===== src/rtl/phlt_pkg.sv =====
// shared types and constants of the passive host learning table
package phlt_pkg;

  localparam int TABLE_DEPTH = 32;
  localparam int IDX_W     = (TABLE_DEPTH > 1) ? $clog2(TABLE_DEPTH) : 1;
  localparam int CNT_W     = $clog2(TABLE_DEPTH + 1);

  localparam logic [15:0] ETYPE_ARP = 16'h0806;
  localparam logic [15:0] ETYPE_IP4 = 16'h0800;
  localparam logic [15:0] HTYPE_ETH = 16'h0001;
  localparam logic [15:0] PTYPE_IP4 = 16'h0800;
  localparam logic [5:0]  ARP_MIN_LAST = 6'd41;
  localparam logic [5:0]  IP4_MIN_LAST = 6'd33;
  localparam logic [5:0]  POS_MAX      = 6'd63;

  typedef enum logic [1:0] {
    CFG_HOST_LIMIT  = 2'd0,
    CFG_SUBNET_ADDR = 2'd1,
    CFG_SUBNET_MASK = 2'd2
  } cfg_idx_e;

  typedef enum logic {
    CMD_FRAME   = 1'b0,
    CMD_SUGGEST = 1'b1
  } cmd_e;

  typedef enum logic [2:0] {
    ST_IDLE,
    ST_LRN_ISSUE,
    ST_LRN_WAIT,
    ST_SUG_DIV,
    ST_SUG_PROBE,
    ST_EMIT
  } state_e;

  typedef struct packed {
    logic        cmd;
    logic [7:0]  frame_byte;
    logic        last_byte;
    logic [31:0] seed;
  } in_item_t;

  typedef struct packed {
    logic        result_kind;
    logic        host_added;
    logic        address_found;
    logic [31:0] suggested_address;
    logic [5:0]  hosts_known;
    logic [31:0] frames_accepted;
  } out_item_t;

  // token travelling down the row of cells
  typedef struct packed {
    logic        valid;
    logic        probe;
    logic [31:0] key;
    logic [47:0] mac;
    logic        hit;
  } tok_t;

  // append request broadcast to all cells
  typedef struct packed {
    logic        we;
    logic [31:0] addr;
    logic [47:0] mac;
  } app_t;

endpackage


===== src/rtl/phlt_cell.sv =====
// one table entry: holds an address and mac, compares the passing token
module phlt_cell (
  input  logic                     clk_i,
  input  logic                     rst_ni,
  input  logic [phlt_pkg::IDX_W-1:0] cell_idx_i,
  input  logic [phlt_pkg::CNT_W-1:0] entry_count_i,
  input  phlt_pkg::app_t           app_i,
  input  phlt_pkg::tok_t           tok_i,
  output phlt_pkg::tok_t           tok_o
);
  import phlt_pkg::*;

  logic [31:0] addr_q;
  logic [47:0] mac_q;
  tok_t        tok_q, tok_d;
  logic        active;
  logic        match;

  assign active = CNT_W'(cell_idx_i) < entry_count_i;
  assign match  = tok_i.valid && active && (addr_q == tok_i.key);
  assign tok_o  = tok_q;

  // token seen by the next cell: hit once any active entry matched
  always_comb begin
    tok_d     = tok_i;
    tok_d.hit = tok_i.hit | match;
  end

  // entry storage: write on append, refresh on first match
  always_ff @(posedge clk_i) begin
    if (app_i.we && (CNT_W'(cell_idx_i) == entry_count_i)) begin
      addr_q <= app_i.addr;
      mac_q  <= app_i.mac;
    end else if (tok_i.valid && !tok_i.probe && match && !tok_i.hit) begin
      mac_q <= tok_i.mac;
    end
  end

  // hand the token to the next cell
  always_ff @(posedge clk_i or negedge rst_ni) begin
    if (!rst_ni) begin
      tok_q <= '0;
    end else begin
      tok_q <= tok_d;
    end
  end

endmodule


===== src/rtl/phlt_mod_unit.sv =====
// restoring remainder unit, one quotient bit per cycle
module phlt_mod_unit (
  input  logic        clk_i,
  input  logic        rst_ni,
  input  logic        start_i,
  input  logic [31:0] dividend_i,
  input  logic [31:0] divisor_i,
  output logic        done_o,
  output logic [31:0] rem_o
);
  import phlt_pkg::*;

  logic        busy_q;
  logic        done_q;
  logic [4:0]  cnt_q;
  logic [31:0] dvd_q;
  logic [31:0] dvs_q;
  logic [31:0] rem_q;
  logic [32:0] trial;
  logic [32:0] diff;

  assign trial  = {rem_q, dvd_q[31]};
  assign diff   = trial - {1'b0, dvs_q};
  assign done_o = done_q;
  assign rem_o  = rem_q;

  // control
  always_ff @(posedge clk_i or negedge rst_ni) begin
    if (!rst_ni) begin
      busy_q <= 1'b0;
      done_q <= 1'b0;
      cnt_q  <= '0;
    end else begin
      done_q <= 1'b0;
      if (start_i) begin
        busy_q <= 1'b1;
        cnt_q  <= '0;
      end else if (busy_q) begin
        cnt_q <= cnt_q + 5'd1;
        if (cnt_q == 5'd31) begin
          busy_q <= 1'b0;
          done_q <= 1'b1;
        end
      end
    end
  end

  // datapath
  always_ff @(posedge clk_i) begin
    if (start_i) begin
      dvd_q <= dividend_i;
      dvs_q <= divisor_i;
      rem_q <= '0;
    end else if (busy_q) begin
      dvd_q <= {dvd_q[30:0], 1'b0};
      rem_q <= trial >= {1'b0, dvs_q} ? diff[31:0] : trial[31:0];
    end
  end

endmodule


===== src/rtl/passive_host_learning_table_core.sv =====
// top level: frame parser, control sequencer, remainder unit and row of table cells
//
//  channel | direction | handshake              | payload
//  in      | input     | in_valid_i / in_stall_o   | in_data_i (in_item_t)
//  out     | output    | out_valid_o / out_stall_i | out_data_o (out_item_t)
//  cfg     | input     | cfg_we_i                  | cfg_idx_i, cfg_data_i
//
// a final byte of a frame that names a sender sends a lookup token down the row,
// one cell per cycle. a suggest on a degenerate subnet goes straight to emit;
// else the remainder unit picks the start offset, then tries probes walk down
// the row (tries is at most entries+1). reset clears count, totals and parse
// state, not entries.
// the input stalls until the result is registered; a stalled output holds emit.
module passive_host_learning_table_core (
  input  logic                  clk_i,
  input  logic                  rst_ni,
  input  logic                  in_valid_i,
  output logic                  in_stall_o,
  input  phlt_pkg::in_item_t    in_data_i,
  output logic                  out_valid_o,
  input  logic                  out_stall_i,
  output phlt_pkg::out_item_t   out_data_o,
  input  logic                  cfg_we_i,
  input  logic [1:0]            cfg_idx_i,
  input  logic [31:0]           cfg_data_i
);
  import phlt_pkg::*;

  // configuration
  logic [5:0]  host_limit_q;
  logic [31:0] subnet_addr_q;
  logic [31:0] subnet_mask_q;

  always_ff @(posedge clk_i or negedge rst_ni) begin
    if (!rst_ni) begin
      host_limit_q  <= 6'd32;
      subnet_addr_q <= '0;
      subnet_mask_q <= 32'hFFFF_FF00;
    end else if (cfg_we_i) begin
      case (cfg_idx_i)
        CFG_HOST_LIMIT:  host_limit_q  <= cfg_data_i[5:0];
        CFG_SUBNET_ADDR: subnet_addr_q <= cfg_data_i;
        CFG_SUBNET_MASK: subnet_mask_q <= cfg_data_i;
        default: ;
      endcase
    end
  end

  state_e state_q, state_d;
  logic [CNT_W-1:0] count_q, count_d;
  logic [31:0] total_q, total_d;
  logic [5:0]  pos_q, pos_d;
  logic [15:0] kind_q, kind_d;
  logic        good_q, good_d;
  logic [47:0] shw_q, shw_d;
  logic [31:0] sip_q, sip_d;
  logic [31:0] lkey_q, lkey_d;
  logic [47:0] lmac_q, lmac_d;
  logic        res_kind_q, res_kind_d;
  logic        res_added_q, res_added_d;
  logic        res_found_q, res_found_d;
  logic [31:0] res_addr_q, res_addr_d;
  logic [31:0] range_q, range_d;
  logic [31:0] first_q, first_d;
  logic [31:0] off_q, off_d;
  logic [CNT_W:0] tries_q, tries_d;
  logic [CNT_W:0] issued_q, issued_d;
  logic [CNT_W:0] returned_q, returned_d;
  logic        out_valid_q, out_valid_d;
  out_item_t   out_q, out_d;

  tok_t tok [TABLE_DEPTH+1];
  tok_t tok_head;
  tok_t chain_out;
  app_t app;

  logic        acc;
  logic        frame_ok;
  logic [31:0] network, broadcast, first_c, last_c, range_c;
  logic        degen;
  logic [CNT_W:0] tries_c;
  logic        div_start;
  logic        div_done;
  logic [31:0] div_rem;
  logic        room;

  assign acc        = in_valid_i && !in_stall_o;
  assign in_stall_o = (state_q != ST_IDLE);
  assign tok[0]     = tok_head;
  assign chain_out  = tok[TABLE_DEPTH];
  assign out_valid_o = out_valid_q;
  assign out_data_o  = out_q;

  // subnet arithmetic for suggest
  assign network   = subnet_addr_q & subnet_mask_q;
  assign broadcast = network | ~subnet_mask_q;
  assign first_c   = network + 32'd1;
  assign last_c    = broadcast - 32'd1;
  assign degen     = first_c >= last_c;
  assign range_c   = last_c - first_c + 32'd1;
  assign tries_c   = (range_c < 32'(count_q) + 32'd1)
                     ? (CNT_W+1)'(range_c)
                     : (CNT_W+1)'(count_q) + (CNT_W+1)'(1);
  assign room      = (count_q < CNT_W'(TABLE_DEPTH)) &&
                     ((CNT_W > 6) ? (count_q < CNT_W'(host_limit_q))
                                  : (7'(count_q) < 7'(host_limit_q)));

  // byte parser
  always_comb begin
    kind_d = kind_q;
    good_d = good_q;
    shw_d  = shw_q;
    sip_d  = sip_q;
    if (pos_q >= 6'd6 && pos_q <= 6'd11) begin
      shw_d = {shw_q[39:0], in_data_i.frame_byte};
    end else if (pos_q == 6'd12 || pos_q == 6'd13) begin
      kind_d = {kind_q[7:0], in_data_i.frame_byte};
    end else if (pos_q >= 6'd14 && kind_q == ETYPE_ARP) begin
      if (pos_q == 6'd14 && in_data_i.frame_byte != HTYPE_ETH[15:8]) good_d = 1'b0;
      if (pos_q == 6'd15 && in_data_i.frame_byte != HTYPE_ETH[7:0])  good_d = 1'b0;
      if (pos_q == 6'd16 && in_data_i.frame_byte != PTYPE_IP4[15:8]) good_d = 1'b0;
      if (pos_q == 6'd17 && in_data_i.frame_byte != PTYPE_IP4[7:0])  good_d = 1'b0;
      if (pos_q == 6'd18 && in_data_i.frame_byte != 8'd6) good_d = 1'b0;
      if (pos_q == 6'd19 && in_data_i.frame_byte != 8'd4) good_d = 1'b0;
      if (pos_q >= 6'd22 && pos_q <= 6'd27) shw_d = {shw_q[39:0], in_data_i.frame_byte};
      if (pos_q >= 6'd28 && pos_q <= 6'd31) sip_d = {sip_q[23:0], in_data_i.frame_byte};
    end else if (pos_q >= 6'd14 && kind_q == ETYPE_IP4) begin
      if (pos_q == 6'd14 && in_data_i.frame_byte[7:4] != 4'd4) good_d = 1'b0;
      if (pos_q >= 6'd26 && pos_q <= 6'd29) sip_d = {sip_q[23:0], in_data_i.frame_byte};
    end
    frame_ok = (pos_q >= 6'd13) && good_d &&
               ((kind_d == ETYPE_ARP && pos_q >= ARP_MIN_LAST) ||
                (kind_d == ETYPE_IP4 && pos_q >= IP4_MIN_LAST)) &&
               (sip_d != 32'd0);
  end

  // sequencer
  always_comb begin
    state_d     = state_q;
    count_d     = count_q;
    total_d     = total_q;
    pos_d       = pos_q;
    lkey_d      = lkey_q;
    lmac_d      = lmac_q;
    res_kind_d  = res_kind_q;
    res_added_d = res_added_q;
    res_found_d = res_found_q;
    res_addr_d  = res_addr_q;
    range_d     = range_q;
    first_d     = first_q;
    off_d       = off_q;
    tries_d     = tries_q;
    issued_d    = issued_q;
    returned_d  = returned_q;
    out_valid_d = out_valid_q && out_stall_i;
    out_d       = out_q;
    tok_head    = '0;
    app         = '0;
    app.addr    = lkey_q;
    app.mac     = lmac_q;
    div_start   = 1'b0;
    case (state_q)
      ST_IDLE: begin
        if (acc && in_data_i.cmd == CMD_SUGGEST) begin
          res_kind_d  = 1'b1;
          res_added_d = 1'b0;
          res_found_d = 1'b0;
          res_addr_d  = '0;
          range_d     = range_c;
          first_d     = first_c;
          tries_d     = tries_c;
          if (degen) begin
            state_d = ST_EMIT;
          end else begin
            div_start = 1'b1;
            state_d   = ST_SUG_DIV;
          end
        end else if (acc) begin
          pos_d = (pos_q < POS_MAX) ? pos_q + 6'd1 : pos_q;
          if (in_data_i.last_byte) begin
            pos_d       = '0;
            res_kind_d  = 1'b0;
            res_added_d = 1'b0;
            res_found_d = 1'b0;
            res_addr_d  = '0;
            lkey_d      = sip_d;
            lmac_d      = shw_d;
            if (frame_ok) begin
              total_d = total_q + 32'd1;
              state_d = ST_LRN_ISSUE;
            end else begin
              state_d = ST_EMIT;
            end
          end
        end
      end
      ST_LRN_ISSUE: begin
        tok_head.valid = 1'b1;
        tok_head.key   = lkey_q;
        tok_head.mac   = lmac_q;
        state_d        = ST_LRN_WAIT;
      end
      ST_LRN_WAIT: begin
        if (chain_out.valid) begin
          if (!chain_out.hit && room) begin
            app.we      = 1'b1;
            count_d     = count_q + CNT_W'(1);
            res_added_d = 1'b1;
          end
          state_d = ST_EMIT;
        end
      end
      ST_SUG_DIV: begin
        if (div_done) begin
          off_d      = div_rem;
          issued_d   = '0;
          returned_d = '0;
          state_d    = ST_SUG_PROBE;
        end
      end
      ST_SUG_PROBE: begin
        if (issued_q < tries_q) begin
          tok_head.valid = 1'b1;
          tok_head.probe = 1'b1;
          tok_head.key   = first_q + off_q;
          off_d          = (off_q + 32'd1 == range_q) ? 32'd0 : off_q + 32'd1;
          issued_d       = issued_q + (CNT_W+1)'(1);
        end
        if (chain_out.valid) begin
          returned_d = returned_q + (CNT_W+1)'(1);
          if (!chain_out.hit && !res_found_q) begin
            res_found_d = 1'b1;
            res_addr_d  = chain_out.key;
          end
          if (returned_q + (CNT_W+1)'(1) == tries_q) state_d = ST_EMIT;
        end
      end
      ST_EMIT: begin
        if (!out_valid_d) begin
          out_valid_d             = 1'b1;
          out_d.result_kind       = res_kind_q;
          out_d.host_added        = res_added_q;
          out_d.address_found     = res_found_q;
          out_d.suggested_address = res_addr_q;
          out_d.hosts_known       = 6'(count_q);
          out_d.frames_accepted   = total_q;
          state_d                 = ST_IDLE;
        end
      end
      default: state_d = ST_IDLE;
    endcase
  end

  // control registers
  always_ff @(posedge clk_i or negedge rst_ni) begin
    if (!rst_ni) begin
      state_q     <= ST_IDLE;
      count_q     <= '0;
      total_q     <= '0;
      pos_q       <= '0;
      kind_q      <= '0;
      good_q      <= 1'b1;
      shw_q       <= '0;
      sip_q       <= '0;
      out_valid_q <= 1'b0;
      issued_q    <= '0;
      returned_q  <= '0;
    end else begin
      state_q     <= state_d;
      count_q     <= count_d;
      total_q     <= total_d;
      pos_q       <= pos_d;
      out_valid_q <= out_valid_d;
      issued_q    <= issued_d;
      returned_q  <= returned_d;
      if (acc && in_data_i.cmd == CMD_FRAME) begin
        if (in_data_i.last_byte) begin
          kind_q <= '0;
          good_q <= 1'b1;
          shw_q  <= '0;
          sip_q  <= '0;
        end else begin
          kind_q <= kind_d;
          good_q <= good_d;
          shw_q  <= shw_d;
          sip_q  <= sip_d;
        end
      end
    end
  end

  // payload registers
  always_ff @(posedge clk_i) begin
    lkey_q      <= lkey_d;
    lmac_q      <= lmac_d;
    res_kind_q  <= res_kind_d;
    res_added_q <= res_added_d;
    res_found_q <= res_found_d;
    res_addr_q  <= res_addr_d;
    range_q     <= range_d;
    first_q     <= first_d;
    off_q       <= off_d;
    tries_q     <= tries_d;
    out_q       <= out_d;
  end

  phlt_mod_unit u_mod (
    .clk_i      (clk_i),
    .rst_ni     (rst_ni),
    .start_i    (div_start),
    .dividend_i (in_data_i.seed),
    .divisor_i  (range_c),
    .done_o     (div_done),
    .rem_o      (div_rem)
  );

  // row of table cells
  for (genvar i = 0; i < TABLE_DEPTH; i++) begin : g_cell
    phlt_cell u_cell (
      .clk_i         (clk_i),
      .rst_ni        (rst_ni),
      .cell_idx_i    (IDX_W'(i)),
      .entry_count_i (count_q),
      .app_i         (app),
      .tok_i         (tok[i]),
      .tok_o         (tok[i+1])
    );
  end

endmodule


===== config.mk =====
export PLATFORM = sky130hd
export DESIGN_NAME = passive_host_learning_table_core
export DESIGN_NICKNAME = d
export VERILOG_FILES = /design/src/rtl/phlt_pkg.sv /design/src/rtl/phlt_cell.sv /design/src/rtl/phlt_mod_unit.sv /design/src/rtl/passive_host_learning_table_core.sv
export SDC_FILE = /design/constraint.sdc
export NUM_CORES = 2
export LEC_CHECK = 0
export ABC_AREA = 1
export ABC_CLOCK_PERIOD_IN_PS = 11200
export BUFFER_PORTS_ARGS = -buffer_cell sky130_fd_sc_hd__buf_4
export CAP_MARGIN = 20
export CORE_ASPECT_RATIO = 0.5
export CORE_MARGIN = 4
export CORE_UTILIZATION = 55
export DETAILED_ROUTE_END_ITERATION = 8
export HOLD_SLACK_MARGIN = 0.06
export PLACE_DENSITY = 0.71
export SLEW_MARGIN = 20
export SYNTH_ARGS = -nofsm -noshare
export SYNTH_HDL_FRONTEND = slang
export SYNTH_SLANG_ARGS = --single-unit

===== constraint.sdc =====
create_clock -name clk_i -period 11.2 [get_ports clk_i]
set_input_delay 2.24 -clock clk_i [delete_from_list [all_inputs] [get_ports clk_i]]
set_output_delay 2.24 -clock clk_i [all_outputs]
set_load 0.05 [all_outputs]

==> reports/metrics.csv <==
stage,metric,value,unit
power_and_ir_drop,swShare,22.2,%
power_and_ir_drop,total_power,19.3,mW
finish,antenna_cells,0,
synth,synth_adder_area_share,2.30,%
synth,synth_top_flop_cell,edfxtp_1,
route,ant_nets,0,
global_routing,grtUsageTotal,22.8,%
power_and_ir_drop,p_sw,4.28,mW
cts,cts_buffers,219,
synth,synth.cell_area,104000,um2
timing,hold_viol_final,0,
timing,worstMarginPinSlew,1130,ps
critical_path,crit_path_end_kind,flip-flop,
cts,ctsResizeCount,0,
synth,synth-seq-area-share,70.1,%
placement,place.gp.congestion,0.942,
critical_path,ff2ff_path_depth,25,
synth,synth_area_leader_cell,edfxtp_1,
route,drc,0,
synth,synth_compound_area_share,3.43,%
global_routing,grt_pass1_vias,61200,
finish,fin_nets,8750,
critical_path,cp.required,11760,ps
cts,post_cts_buffers,0,
power_and_ir_drop,peakVddDrop,0.151,mV
synth,synth_commonest_cells,"1331 x edfxtp_1, 1250 x dfrtp_1, 1236 x nand2_1",
power_and_ir_drop,p_comb_share,6.4,%
timing,slew_viol_final,0,
finish,drive_gt1_share,9.34,%
power_and_ir_drop,p_per_area,166,nW/um2
cts,clkTransAtPathRegs,70,ps
timing,fin_crit,5860,ps
critical_path,crit_start,subnet_mask_q[0]$_DFFE_PN0P_,
min_path,hold_depth,0,
cts,cts_sinks,2639,
finish,area_growth,11.8,%
critical_path,worstReg2RegStart,subnet_mask_q[0]$_DFFE_PN0P_,
global_routing,grt_overflow_total,0,
synth,synth_area_per_cell,12.8,um2
route,vias_per_cell,5.33,
floorplanning,initial_utilization,55.5,%
min_path,holdCritStartpoint,g_cell[8].u_cell.tok_o[77]$_DFF_PN0_,
power_and_ir_drop,p_leak,52.7,nW
critical_path,cp_common_cell,nand2_1,
cts,htree_num_levels,4,
timing,hold-worst-slack,335,ps
placement,place_hpwl,157000,um
timing,rsz0062_at_grt,false,
synth,synth_cell_types,69,
timing,fin_crit_sh,52.3,%
route,vias,59500,
route,drt_pass1_iterations,8,
route,dr.first_iter.drc_count,4986,
finish,post-route-util,62.0,%
global_routing,grt_antenna_before_repair,3,
power_and_ir_drop,p_clk_share,40.2,%
route,wl_per_cell,19.9,um
synth,synth-edff-count,1331,
floorplanning,ios,156,
synth,ys_warn_count,0,
synth,yosysMostFrequentCell,edfxtp_1,
timing,finalClockSkew,81.5,ps
timing,layout_setup_ws,5340,ps
floorplanning,die_h,315,um
outcome,status,"finished, final reports clean",
cts,cts_tree,built,
cts,hold_buffers,0,
min_path,holdCritPathClass,reg -> reg,
synth,synth_area_leaders,"edfxtp_1 39%, dfrtp_1 30%, xor2_1 7.5%",
critical_path,crit_path_start_kind,flip-flop,
synth,synth-xor-area-share,9.37,%
floorplanning,core,187000,um2
synth,synth_top_cell_area_share,38.6,%
synth,yosys.area_share.simple,11.5,%
timing,max_freq,0.171,GHz
cts,clock_path_buffers,4,
placement,preCtsSetupSlack,5460,ps
global_routing,grt_pass1_wl,346000,um
floorplanning,dieArea,196000,um2
power_and_ir_drop,p_seq_share,53.4,%
floorplanning,rows,112,
timing,setup_tns,0,ps
synth,synthMuxAreaShare,0,%
job,max-cap-violations,0,
synth,syn-num-nets,8367,
timing,setup_viol_count_final,0,
power_and_ir_drop,intPower,15.0,mW
placement,port_buffers,155,
global_routing,grt_max_degree,172,
critical_path,arrival,6420,ps
synth,synthArstFlopShare,48.4,%
cts,clk-insertion-delay-late,860,ps
synth,ys_ff_latch,2639,
critical_path,crit_path_max_fanout,8,
critical_path,critPathMaxStageDelay,580,ps
synth,synth_top_family_by_area,simple AND/OR/NAND/NOR gates,
critical_path,criticalPathCategory,reg -> reg,
synth,syn_inst,8097,
cts,cts_root_buf,clkbuf_16,
timing,slew_headroom,24.1,%
floorplanning,fp.dieW,622,um
route,drt-total-wl,222000,um
critical_path,critPathSlowestCell,dfrtp_1,
==> cell usage in the layout, fill, tap and decap left out, types with 13 or more instances in the layout <==
master,instances
dfxtp_1,32
o21ai_0,229
inv_1,788
ha_1,186
nor4_1,186
o21ai_1,14
o22ai_1,50
edfxtp_1,1331
nand2_1,1235
o211ai_1,25
xor2_1,890
nor3_1,135
a31o_2,15
nor2_2,28
nor2_1,481
or2_2,66
xnor2_1,218
buf_4,239
dfstp_2,26
clkinv_1,20
nand3b_1,21
clkbuf_1,43
nand4_1,154
a21oi_1,149
clkbuf_8,41
a21o_1,13
nand2_2,14
dfrtp_1,1250
o21ai_2,19
clkbuf_16,223
bufinv_16,19
o21bai_1,15
nand3_1,294
clkinv_2,38
==> routing by layer <==
layer  GRT usage, %  vias up  part of all wire, %
met1           29.0    29700                   41
met3           3.42      393                  4.9
met4           7.16        0                  3.3
li1               -    28000                    -
met2           40.7     1423                   51
met5              0        -                    0
==> worst max-delay path: cells and delay by family (launching register included) <==
family / cells / cell delay [ps]
compound gates: 5 / 1170
fa+ha+maj: 3 / 930
buf+inv: 2 / 180
flops: 1 / 580
simple gates: 15 / 2770
==> registers in the layout (all words and copies together), names as in the netlist, 7 cells and up <==
name                  cells
u_mod.dvs_q              32
res_addr_q               32
tries_q                   7
off_q                    32
lkey_q                   32
u_mod.dvd_q              32
first_q                  32
range_q                  32
total_q                  32
subnet_addr_q            32
sip_q                    32
issued_q                  7
out_data_o               73
subnet_mask_q            32
kind_q                   16
g_cell.u_cell.addr_q   1024
returned_q                7
g_cell.u_cell.tok_o    1088
u_mod.rem_o              32
==> power by group through the flow <==
| stage | registers [mW] | logic, mW | clock network (mW) |
|---|---|---|---|
| 4_1_cts | 10.3 | 1.23 | 7.89 |
| 3_3_place_gp | 10.5 | 1.22 | 0 |
| 2_1_floorplan | 10.5 | 0.766 | 0 |
| 6_report | 10.3 | 1.23 | 7.75 |
| 3_5_place_dp | 10.5 | 1.23 | 0 |
| 5_1_grt | 10.3 | 1.38 | 8.33 |
==> logic make-up after synthesis <==
kind of cell,after synthesis
flip-flops,2639
buffers and inverters,893
XOR/XNOR,1108
adder cells (fa/ha/maj),189
AO/OA/AOI/OAI,600
other,1
AND/OR/NAND/NOR,2667
==> worst paths after layout <==
check / end / slack [ps]
worst min-delay path: g_cell[9].u_cell.tok_o[77]$_DFF_PN0_ / 340
worst min register to register: g_cell[9].u_cell.tok_o[77]$_DFF_PN0_ / 340
worst max register to register: tries_q[6]$_DFFE_PP_ / 5340
worst max-delay path: tries_q[6]$_DFFE_PP_ / 5340
max in group asynchronous: g_cell[31].u_cell.tok_o[60]$_DFF_PN0_ / 7560
min in group asynchronous: subnet_addr_q[27]$_DFFE_PN0P_ / 1340
==> final cells by class <==
cell class / count / area (um2)
tap: 2508 / 3140
multi-input combinational: 4565 / 27700
clock buffer: 307 / 6310
timing repair buffer: 252 / 2050
fill: 14000 / 71000
inverter: 803 / 3020
clock inverter: 94 / 982
sequential: 2639 / 72600
==> stage by stage <==
step	instances	area [um2]
after floorplan	8097	104000
after global placement	10800	108000
after detailed placement	10800	108000
after CTS	11200	116000
after global routing	11200	116000
final	11200	116000
No activity file was read; power rests on OpenSTA's default activity.
